--- src/rtl/core/pltq_pkg.sv ---
// Shared types and constants for the pc/line delta table query core.
// No dependencies; imported by every module of the core but pltq_fifo.
`default_nettype none

package pltq_pkg;

    localparam logic [1:0] MODE_STACK  = 2'd0;
    localparam logic [1:0] MODE_LINE   = 2'd1;
    localparam logic [1:0] MODE_ADDR   = 2'd2;
    localparam logic [1:0] MODE_UNUSED = 2'd3;

    localparam logic [2:0] CFG_QUERY_MODE = 3'd0;
    localparam logic [2:0] CFG_TEXT_START = 3'd1;
    localparam logic [2:0] CFG_TEXT_END   = 3'd2;
    localparam logic [2:0] CFG_PC_QUANTUM = 3'd3;
    localparam logic [2:0] CFG_QUERY_PC   = 3'd4;
    localparam logic [2:0] CFG_QUERY_LINE = 3'd5;
    localparam logic [2:0] CFG_BASE_PC    = 3'd6;
    localparam logic [2:0] CFG_END_PC     = 3'd7;

    localparam logic [31:0] GAP_INIT      = 32'h7fff_ffff;
    localparam logic [31:0] NOT_FOUND     = 32'hffff_ffff;
    localparam logic [7:0]  ADD_LIMIT     = 8'd65;
    localparam logic [7:0]  SUB_LIMIT     = 8'd129;
    localparam logic [7:0]  SUB_BIAS      = 8'd64;
    localparam logic [2:0]  ESC_LEN       = 3'd4;

    typedef struct packed {
        logic [7:0] table_byte;
        logic       first_of_table;
        logic       last_of_table;
    } item_t;

    typedef struct packed {
        logic signed [31:0] answer_value;
        logic               answer_found;
    } result_t;

    typedef struct packed {
        logic [1:0]  query_mode;
        logic [31:0] text_start;
        logic [31:0] text_end;
        logic [4:0]  pc_quantum;
        logic [31:0] query_pc;
        logic [31:0] query_line;
        logic [31:0] base_pc;
        logic [31:0] end_pc;
    } cfg_t;

    typedef struct packed {
        logic              first;
        logic              last;
        logic              zero_op;
        logic [7:0]        raw_byte;
        logic [11:0]       pc_step;
        logic signed [9:0] value_step;
        logic [31:0]       start_pc;
    } op_t;

endpackage

`default_nettype wire

--- src/rtl/core/pltq_fifo.sv ---
// Small synchronous queue used between front and back and on the result side.
// No dependencies.
`default_nettype none

module pltq_fifo #(
    parameter int WIDTH = 8,
    parameter int DEPTH = 2
) (
    input  wire logic             clk,
    input  wire logic             rst_n,
    input  wire logic             wr_en,
    input  wire logic [WIDTH-1:0] wr_data,
    output logic                  full,
    input  wire logic             rd_en,
    output logic [WIDTH-1:0]      rd_data,
    output logic                  empty
);

    localparam int PTR_W = (DEPTH > 1) ? $clog2(DEPTH) : 1;
    localparam int CNT_W = $clog2(DEPTH + 1);

    logic [WIDTH-1:0] mem [DEPTH];
    logic [PTR_W-1:0] wr_ptr_reg, wr_ptr_next;
    logic [PTR_W-1:0] rd_ptr_reg, rd_ptr_next;
    logic [CNT_W-1:0] count_reg, count_next;

    assign full    = (count_reg == CNT_W'(DEPTH));
    assign empty   = (count_reg == '0);
    assign rd_data = mem[rd_ptr_reg];

    always_comb
    begin
        wr_ptr_next = wr_ptr_reg;
        rd_ptr_next = rd_ptr_reg;
        count_next  = count_reg;
        if (wr_en)
        begin
            wr_ptr_next = (wr_ptr_reg == PTR_W'(DEPTH - 1)) ? '0 : wr_ptr_reg + 1'b1;
        end
        if (rd_en)
        begin
            rd_ptr_next = (rd_ptr_reg == PTR_W'(DEPTH - 1)) ? '0 : rd_ptr_reg + 1'b1;
        end
        if (wr_en && !rd_en)
        begin
            count_next = count_reg + 1'b1;
        end
        else if (rd_en && !wr_en)
        begin
            count_next = count_reg - 1'b1;
        end
    end

    always_ff @(posedge clk or negedge rst_n)
    begin
        if (!rst_n)
        begin
            wr_ptr_reg <= '0;
            rd_ptr_reg <= '0;
            count_reg  <= '0;
        end
        else
        begin
            wr_ptr_reg <= wr_ptr_next;
            rd_ptr_reg <= rd_ptr_next;
            count_reg  <= count_next;
        end
    end

    always_ff @(posedge clk)
    begin
        if (wr_en)
        begin
            mem[wr_ptr_reg] <= wr_data;
        end
    end

`ifndef NO_ASSERTIONS
    a_count_bound : assert property (@(posedge clk) disable iff (!rst_n)
        count_reg <= CNT_W'(DEPTH))
        else $error("queue count beyond depth");
    a_no_overflow : assert property (@(posedge clk) disable iff (!rst_n)
        !(wr_en && full))
        else $error("write into full queue");
    a_no_underflow : assert property (@(posedge clk) disable iff (!rst_n)
        !(rd_en && empty))
        else $error("read from empty queue");
`endif

endmodule

`default_nettype wire

--- src/rtl/core/pltq_front.sv ---
// Front end: takes table bytes and decodes pc and value steps for the back end.
// Depends on pltq_pkg.
`default_nettype none

module pltq_front
    import pltq_pkg::*;
(
    input  wire logic  push,
    output logic       full,
    input  wire item_t item,
    input  wire cfg_t  cfg,
    output logic       op_push,
    output op_t        op,
    input  wire logic  op_full
);

    logic [7:0]  b;
    logic [6:0]  adv;
    logic [6:0]  mag;
    logic [8:0]  scaled;

    assign b       = item.table_byte;
    assign full    = op_full;
    assign op_push = push && !op_full;

    always_comb
    begin
        adv    = (b >= SUB_LIMIT) ? b[6:0] : 7'd1;
        mag    = (b < ADD_LIMIT) ? b[6:0] : 7'(b - SUB_BIAS);
        scaled = (cfg.query_mode == MODE_STACK) ? {mag, 2'b00} : {2'b00, mag};

        op.first    = item.first_of_table;
        op.last     = item.last_of_table;
        op.zero_op  = (b == 8'd0);
        op.raw_byte = b;
        op.pc_step  = 12'(cfg.pc_quantum) * 12'(adv);
        op.start_pc = cfg.text_start - 32'(cfg.pc_quantum);
        if (b >= SUB_LIMIT)
        begin
            op.value_step = '0;
        end
        else if (b < ADD_LIMIT)
        begin
            op.value_step = $signed({1'b0, scaled});
        end
        else
        begin
            op.value_step = -$signed({1'b0, scaled});
        end
    end

endmodule

`default_nettype wire

--- src/rtl/core/pltq_back.sv ---
// Back end: walks the decoded table, tracks pc, value and best match, emits answers.
// Depends on pltq_pkg.
`default_nettype none

module pltq_back
    import pltq_pkg::*;
(
    input  wire logic clk,
    input  wire logic rst_n,
    input  wire cfg_t cfg,
    input  wire op_t  op,
    input  wire logic op_empty,
    output logic      take,
    input  wire logic res_full,
    output logic      res_push,
    output result_t   res
);

    logic [31:0] walk_pc_reg, walk_pc_next;
    logic [31:0] value_reg, value_next;
    logic [2:0]  esc_left_reg, esc_left_next;
    logic [23:0] esc_bytes_reg, esc_bytes_next;
    logic        finished_reg, finished_next;
    logic [31:0] best_gap_reg, best_gap_next;
    logic [31:0] best_addr_reg, best_addr_next;
    logic        reached_reg, reached_next;

    logic [31:0] cur_pc, cur_val, cur_gap, cur_addr, gap;
    logic [2:0]  cur_left;
    logic [23:0] cur_bytes;
    logic        cur_reached, active, pc_mode, halt;

    assign pc_mode = (cfg.query_mode == MODE_STACK) || (cfg.query_mode == MODE_LINE);
    assign take    = !op_empty && !res_full;
    assign active  = take && (op.first || !finished_reg);

    always_comb
    begin
        cur_pc      = op.first ? op.start_pc : walk_pc_reg;
        cur_val     = op.first ? '0 : value_reg;
        cur_left    = op.first ? '0 : esc_left_reg;
        cur_bytes   = op.first ? '0 : esc_bytes_reg;
        cur_gap     = op.first ? GAP_INIT : best_gap_reg;
        cur_addr    = op.first ? NOT_FOUND : best_addr_reg;
        cur_reached = op.first ? 1'b0 : reached_reg;
        gap = (cur_val >= cfg.query_line) ? cur_val - cfg.query_line
                                          : cfg.query_line - cur_val;

        walk_pc_next   = walk_pc_reg;
        value_next     = value_reg;
        esc_left_next  = esc_left_reg;
        esc_bytes_next = esc_bytes_reg;
        finished_next  = finished_reg;
        best_gap_next  = best_gap_reg;
        best_addr_next = best_addr_reg;
        reached_next   = reached_reg;
        halt           = 1'b0;
        res_push           = 1'b0;
        res.answer_value   = $signed(NOT_FOUND);
        res.answer_found   = 1'b0;

        if (active)
        begin
            walk_pc_next   = cur_pc;
            value_next     = cur_val;
            esc_left_next  = cur_left;
            esc_bytes_next = cur_bytes;
            best_gap_next  = cur_gap;
            best_addr_next = cur_addr;
            reached_next   = cur_reached;

            if (op.first && pc_mode &&
                (cfg.query_pc < op.start_pc || cfg.query_pc > cfg.text_end))
            begin
                res_push = 1'b1;
            end
            else if (op.first && cfg.query_mode == MODE_ADDR && cfg.query_line == '0)
            begin
                res_push = 1'b1;
            end
            else if (cfg.query_mode == MODE_UNUSED)
            begin
                res_push = 1'b1;
            end
            else if (cur_left != '0)
            begin
                esc_left_next = cur_left - 1'b1;
                if (cur_left == 3'd1)
                begin
                    value_next   = cur_val + {cur_bytes, op.raw_byte};
                    walk_pc_next = cur_pc + 32'(cfg.pc_quantum);
                end
                else
                begin
                    esc_bytes_next = {cur_bytes[15:0], op.raw_byte};
                end
            end
            else
            begin
                if (pc_mode)
                begin
                    if (cur_pc >= cfg.query_pc)
                    begin
                        halt             = 1'b1;
                        res_push         = 1'b1;
                        res.answer_value = $signed(cur_val);
                        res.answer_found = 1'b1;
                    end
                end
                else if (cfg.end_pc != '0 && cur_pc >= cfg.end_pc)
                begin
                    halt             = 1'b1;
                    res_push         = 1'b1;
                    res.answer_value = cur_reached ? $signed(cur_addr) : $signed(NOT_FOUND);
                    res.answer_found = cur_reached;
                end
                else if (cur_pc >= cfg.base_pc)
                begin
                    if (cur_val >= cfg.query_line)
                    begin
                        reached_next = 1'b1;
                    end
                    if ($signed(gap) < $signed(cur_gap))
                    begin
                        best_gap_next  = gap;
                        best_addr_next = cur_pc;
                    end
                end

                if (!halt)
                begin
                    if (op.zero_op)
                    begin
                        esc_left_next  = ESC_LEN;
                        esc_bytes_next = '0;
                    end
                    else
                    begin
                        value_next   = cur_val + {{22{op.value_step[9]}}, op.value_step};
                        walk_pc_next = cur_pc + 32'(op.pc_step);
                    end
                end
            end

            if (!res_push && op.last)
            begin
                res_push = 1'b1;
                if (esc_left_next == '0 && !pc_mode)
                begin
                    res.answer_value = reached_next ? $signed(best_addr_next)
                                                    : $signed(NOT_FOUND);
                    res.answer_found = reached_next;
                end
            end

            finished_next = res_push;
        end
    end

    always_ff @(posedge clk or negedge rst_n)
    begin
        if (!rst_n)
        begin
            walk_pc_reg   <= '0;
            value_reg     <= '0;
            esc_left_reg  <= '0;
            esc_bytes_reg <= '0;
            finished_reg  <= 1'b1;
            best_gap_reg  <= GAP_INIT;
            best_addr_reg <= NOT_FOUND;
            reached_reg   <= 1'b0;
        end
        else
        begin
            walk_pc_reg   <= walk_pc_next;
            value_reg     <= value_next;
            esc_left_reg  <= esc_left_next;
            esc_bytes_reg <= esc_bytes_next;
            finished_reg  <= finished_next;
            best_gap_reg  <= best_gap_next;
            best_addr_reg <= best_addr_next;
            reached_reg   <= reached_next;
        end
    end

`ifndef NO_ASSERTIONS
    a_esc_bound : assert property (@(posedge clk) disable iff (!rst_n)
        esc_left_reg <= ESC_LEN)
        else $error("escape count out of range");
    a_res_needs_take : assert property (@(posedge clk) disable iff (!rst_n)
        res_push |-> take)
        else $error("answer without a consumed beat");
    a_quiet_after_answer : assert property (@(posedge clk) disable iff (!rst_n)
        (take && !op.first && finished_reg) |-> !res_push)
        else $error("answer after walk finished");
    a_finish_on_answer : assert property (@(posedge clk) disable iff (!rst_n)
        res_push |=> finished_reg)
        else $error("walk not finished after answer");
`endif

endmodule

`default_nettype wire

--- src/rtl/core/pc_line_delta_table_query_core.sv ---
// Top level of the pc/line delta table query core: configuration registers and queues.
// Depends on pltq_pkg, pltq_front, pltq_back, pltq_fifo.
//
// Feed the table one byte per beat, the first beat flagged first_of_table and the last
// flagged last_of_table; each walk yields at most one result beat (stack offset or line
// at query_pc, or the address nearest query_line). The core sustains one table byte per
// clock: the back end retires one decoded byte per cycle through a single pc/value update
// with its compares, and the front end decodes the pc and value steps as the byte is
// pushed. The back end takes a byte at the earliest at the clock edge after it is pushed,
// and a result that byte causes shows on the result port right after that same edge. The
// back end holds while the result queue is full, so a stalled reader stalls the input
// once the queue between decode and walk fills. MID_DEPTH sets that queue, OUT_DEPTH the
// result queue. Write configuration only while the core is idle.
`default_nettype none

module pc_line_delta_table_query_core
    import pltq_pkg::*;
#(
    parameter int MID_DEPTH = 4,
    parameter int OUT_DEPTH = 2
) (
    input  wire logic        clk,
    input  wire logic        rst_n,
    input  wire logic        push,
    output logic             full,
    input  wire item_t       item,
    output logic             empty,
    input  wire logic        pop,
    output result_t          result,
    input  wire logic        cfg_write_en,
    input  wire logic [2:0]  cfg_index,
    input  wire logic [31:0] cfg_data
);

    cfg_t    cfg_reg, cfg_next;
    op_t     front_op, back_op;
    logic    op_push, op_full, op_empty, take;
    logic    res_push, res_full;
    result_t back_res;
    logic [$bits(op_t)-1:0]     mid_rd_data;
    logic [$bits(result_t)-1:0] out_rd_data;

    always_comb
    begin
        cfg_next = cfg_reg;
        if (cfg_write_en)
        begin
            case (cfg_index)
                CFG_QUERY_MODE: cfg_next.query_mode = cfg_data[1:0];
                CFG_TEXT_START: cfg_next.text_start = cfg_data;
                CFG_TEXT_END:   cfg_next.text_end   = cfg_data;
                CFG_PC_QUANTUM: cfg_next.pc_quantum = cfg_data[4:0];
                CFG_QUERY_PC:   cfg_next.query_pc   = cfg_data;
                CFG_QUERY_LINE: cfg_next.query_line = cfg_data;
                CFG_BASE_PC:    cfg_next.base_pc    = cfg_data;
                CFG_END_PC:     cfg_next.end_pc     = cfg_data;
                default:        cfg_next = cfg_reg;
            endcase
        end
    end

    always_ff @(posedge clk or negedge rst_n)
    begin
        if (!rst_n)
        begin
            cfg_reg.query_mode <= MODE_LINE;
            cfg_reg.text_start <= '0;
            cfg_reg.text_end   <= '0;
            cfg_reg.pc_quantum <= 5'd1;
            cfg_reg.query_pc   <= '0;
            cfg_reg.query_line <= '0;
            cfg_reg.base_pc    <= '0;
            cfg_reg.end_pc     <= '0;
        end
        else
        begin
            cfg_reg <= cfg_next;
        end
    end

    pltq_front u_front (
        .push    (push),
        .full    (full),
        .item    (item),
        .cfg     (cfg_reg),
        .op_push (op_push),
        .op      (front_op),
        .op_full (op_full)
    );

    pltq_fifo #(
        .WIDTH ($bits(op_t)),
        .DEPTH (MID_DEPTH)
    ) u_mid_fifo (
        .clk     (clk),
        .rst_n   (rst_n),
        .wr_en   (op_push),
        .wr_data (front_op),
        .full    (op_full),
        .rd_en   (take),
        .rd_data (mid_rd_data),
        .empty   (op_empty)
    );

    assign back_op = op_t'(mid_rd_data);

    pltq_back u_back (
        .clk      (clk),
        .rst_n    (rst_n),
        .cfg      (cfg_reg),
        .op       (back_op),
        .op_empty (op_empty),
        .take     (take),
        .res_full (res_full),
        .res_push (res_push),
        .res      (back_res)
    );

    pltq_fifo #(
        .WIDTH ($bits(result_t)),
        .DEPTH (OUT_DEPTH)
    ) u_out_fifo (
        .clk     (clk),
        .rst_n   (rst_n),
        .wr_en   (res_push),
        .wr_data (back_res),
        .full    (res_full),
        .rd_en   (pop && !empty),
        .rd_data (out_rd_data),
        .empty   (empty)
    );

    assign result = result_t'(out_rd_data);

endmodule

`default_nettype wire
--- config.mk ---
export PLATFORM = sky130hd
export DESIGN_NAME = pc_line_delta_table_query_core
export DESIGN_NICKNAME = d
export VERILOG_FILES = /design/src/rtl/core/pltq_pkg.sv /design/src/rtl/core/pltq_fifo.sv /design/src/rtl/core/pltq_front.sv /design/src/rtl/core/pltq_back.sv /design/src/rtl/core/pc_line_delta_table_query_core.sv
export SDC_FILE = /design/constraint.sdc
export NUM_CORES = 2
export LEC_CHECK = 0
export BUFFER_PORTS_ARGS = -buffer_cell sky130_fd_sc_hd__buf_2
export CAP_MARGIN = 20
export CORE_MARGIN = 1
export CORE_UTILIZATION = 50
export CTS_CLUSTER_DIAMETER = 150
export DETAILED_ROUTE_END_ITERATION = 8
export PLACE_DENSITY = 0.66
export SYNTH_ARGS = -nofsm -noshare
export SYNTH_HDL_FRONTEND = slang
export SYNTH_SLANG_ARGS = --single-unit
--- constraint.sdc ---
create_clock -name clk -period 18.1 [get_ports clk]
set_input_delay 2.715 -clock clk [delete_from_list [all_inputs] [get_ports clk]]
set_output_delay 2.715 -clock clk [all_outputs]
set_load 0.05 [all_outputs]
==> out/metrics.csv <==
metric,value,unit
setup TNS,0,ns
Leak,20.1,nW
highest clock rate,101,MHz
"Hold-fix buffers, CTS",0,
Slew @ Worst Pin,1.07,ns
Crit path required time,18.65,ns
fillers,7375,
total die area,88500,sq um
H-tree depth,3,
max FFs per register,260,
Post-Syn Area per Cell,10.3,sq um
most frequent cells in the layout,"401 x nand2_1, 365 x ha_1, 334 x o21ai_0",
Critical Path AT,10.43,ns
outcome,completed,
hold worst-path end,u_back.value_reg[19],
layout cells sized above 1,14.2,%
GRT Residual Overflow,0,
CP Max Fanout,42,
number of global-route vias before repair,33500,
Final Max Slew Viols,0,
Max-Cap Viols,0,
initial antenna violation count,7,
Crit. End Element,flop,
Initial DRT Pass Iterations,6,
Rows,107,
DP HPWL,103000,microns
final hold violation count,0,
Critical R2R Capture,u_back.best_gap_reg[1],
Clock Path Buffers,3,
Layout area overhead,9.50,%
final wirelength,140000,microns
clock skew,0.0272,ns
Final Non-Filler Cells,5486,
Synth Warn #,0,
# DRC,0,
Root Driver,clkbuf_16,
PostCTS Resize Cnt,0,
max incr delay on CP,0.91,ns
Die Width,297,microns
asr flop ratio synth,53.0,%
Startpoint Class,flop,
core area,85800,sq um
Post-Syn Area,43700,sq um
"leading cell type in the layout, fill and taps excluded",nand2_1,
pwr dens,202,nW/um^2
period utilisation layout,54.6,%
RSZ-0062 raised after global routing,false,
r2r setup slk,8.22,ns
Routed Antenna Nets,0,
R2R depth,29,
"EDFF count, synth",326,
kind of critical path,flop to flop,
Vias,33700,
register area share after synthesis,43.7,%
Die Y-Extent,297,microns
hold path start,u_back.value_reg[19],
RePlAce Congestion,0.965,
initial core utilization,50.9,%
DR vias/cell,6.15,
"flops & latches, synth",693,
"Distinct cells, synth",87,
ys flop type,edfxtp_1,
RR Startpoint,u_mid_fifo.rd_ptr_reg[0],
WL per Instance,25.4,microns
post-CTS setup buffers,0,
Syn Nets,4688,
Crit-path slowest cell,nor4_1,
GR Util All Layers,31.5,%
largest net degree at the start of global routing,149,
slew margin rel.,26.5,%
Syn Inst Count,4252,
placed cell count,5335,
Max VDD drop,0.130,mV
drt first-iter violations,3010,
total CTS buffers,79,
I/O Buffers,84,
Hold Path Class,flop to flop,
Clock Latency Late Sink,0.66,ns
first-pass GRT wire length,211000,microns
I/O Pins,85,
Hold Path Depth,2,
Tmin final,9.88,ns
Nets,4709,
Sink Count,693,
TritonCTS clock tree,built,
Final setup viols,0,
Worst-path clk slew,0.06,ns
## worst max-delay path, delay by kind of cell, from the launching register on
kind,cells,cell delay [ns]
buffers and inverters,4,1.67
DFF,1,0.39
xor gates and xnor gates,1,0.28
adders and majority gates,2,0.65
and+or+nand+nor,13,3.85
AOI/OAI and AO/OA,7,1.99
muxes,2,0.89
## worst max path at each step
stage	slack, ns	start	end
2_1_floorplan	10.43	item[4]	u_mid_fifo.mem[0][53]
3_3_place_gp	8.58	u_mid_fifo.rd_ptr_reg[0]	u_back.best_gap_reg[1]
3_5_place_dp	8.43	u_mid_fifo.rd_ptr_reg[0]	u_back.best_gap_reg[1]
4_1_cts	8.33	u_mid_fifo.rd_ptr_reg[0]	u_back.best_gap_reg[1]
5_1_grt	7.48	u_mid_fifo.rd_ptr_reg[0]	u_back.best_gap_reg[1]
6_report	8.22	u_mid_fifo.rd_ptr_reg[0]	u_back.best_gap_reg[1]
## layer usage
layer / part of all wire, % / up-vias / track usage, %
li1: - / 15600 / -
met1: 43 / 16700 / 42.9
met2: 46 / 1132 / 50.3
met3: 6.9 / 278 / 4.48
met4: 4.6 / 10 / 13.7
met5: 0.049 / - / 0
## Yosys cell counts, drive strengths merged (30+ instances only)
library cell / number / area [sq um]
dfrtp: 301 / 7530
mux2: 172 / 1940
nand3: 53 / 270
o22ai: 34 / 213
o22a: 78 / 683
buf: 38 / 208
xnor2: 96 / 841
nor2b: 48 / 300
a21o: 118 / 886
mux4: 65 / 1460
nand2: 402 / 1510
xor2: 66 / 578
inv: 323 / 1210
edfxtp: 326 / 9790
o21bai: 35 / 263
mux2i: 46 / 460
ha: 365 / 4570
nor4: 36 / 244
o21ai: 346 / 1730
and3: 30 / 188
nand4: 60 / 382
clkbuf: 168 / 631
a21oi: 278 / 1400
nor3: 60 / 305
dfstp: 66 / 1730
nor2: 255 / 957
## where the power goes
| group | switching (mW) | total (mW) | internal, mW |
|---|---|---|---|
| combinational | 3.67 | 5.60 | 1.94 |
| clock | 0.699 | 1.61 | 0.907 |
| sequential | 0.269 | 2.46 | 2.19 |
## per-stage QoR
stage               instance area (sq um)  total power [mW]  hold WS, ns  setup slack, ns  util, %
finish                              47800              9.67        0.472             8.22     55.7
global placement                    45200              7.91        0.451             8.58     52.7
detailed placement                  45200              7.96        0.461             8.43     52.7
global route                        47800              10.3        0.489             7.48     55.7
CTS                                 47800              9.60        0.475             8.33     55.7
floorplan                           43700              6.15        0.439            10.43        -
## logic make-up (layout without fill, tap and decap cells)
family,Yosys count,count (layout),synth area share [%]
AND/OR/NAND/NOR,1043,1043,11.1
flip-flops,693,693,43.7
multiplexers,283,283,8.85
adder cells (fa/ha/maj),388,388,11.5
XOR/XNOR,162,162,3.25
other,0,4,0
buffers and inverters,529,615,4.70
AO/OA/AOI/OAI,1154,1154,17.0
## layout make-up
cell class	instances	area [sq um]	share of cell area, %
diodes	4	10.0	0.0209
clock buffers	94	2050	4.30
clock inverters	52	500	1.05
inverters	323	1210	2.54
multi-input cells	3030	22600	47.3
flip-flops and latches	693	19100	39.9
well taps	1144	1430	2.99
repair buffers	146	906	1.90
No activity file was read; power rests on OpenSTA's default activity.
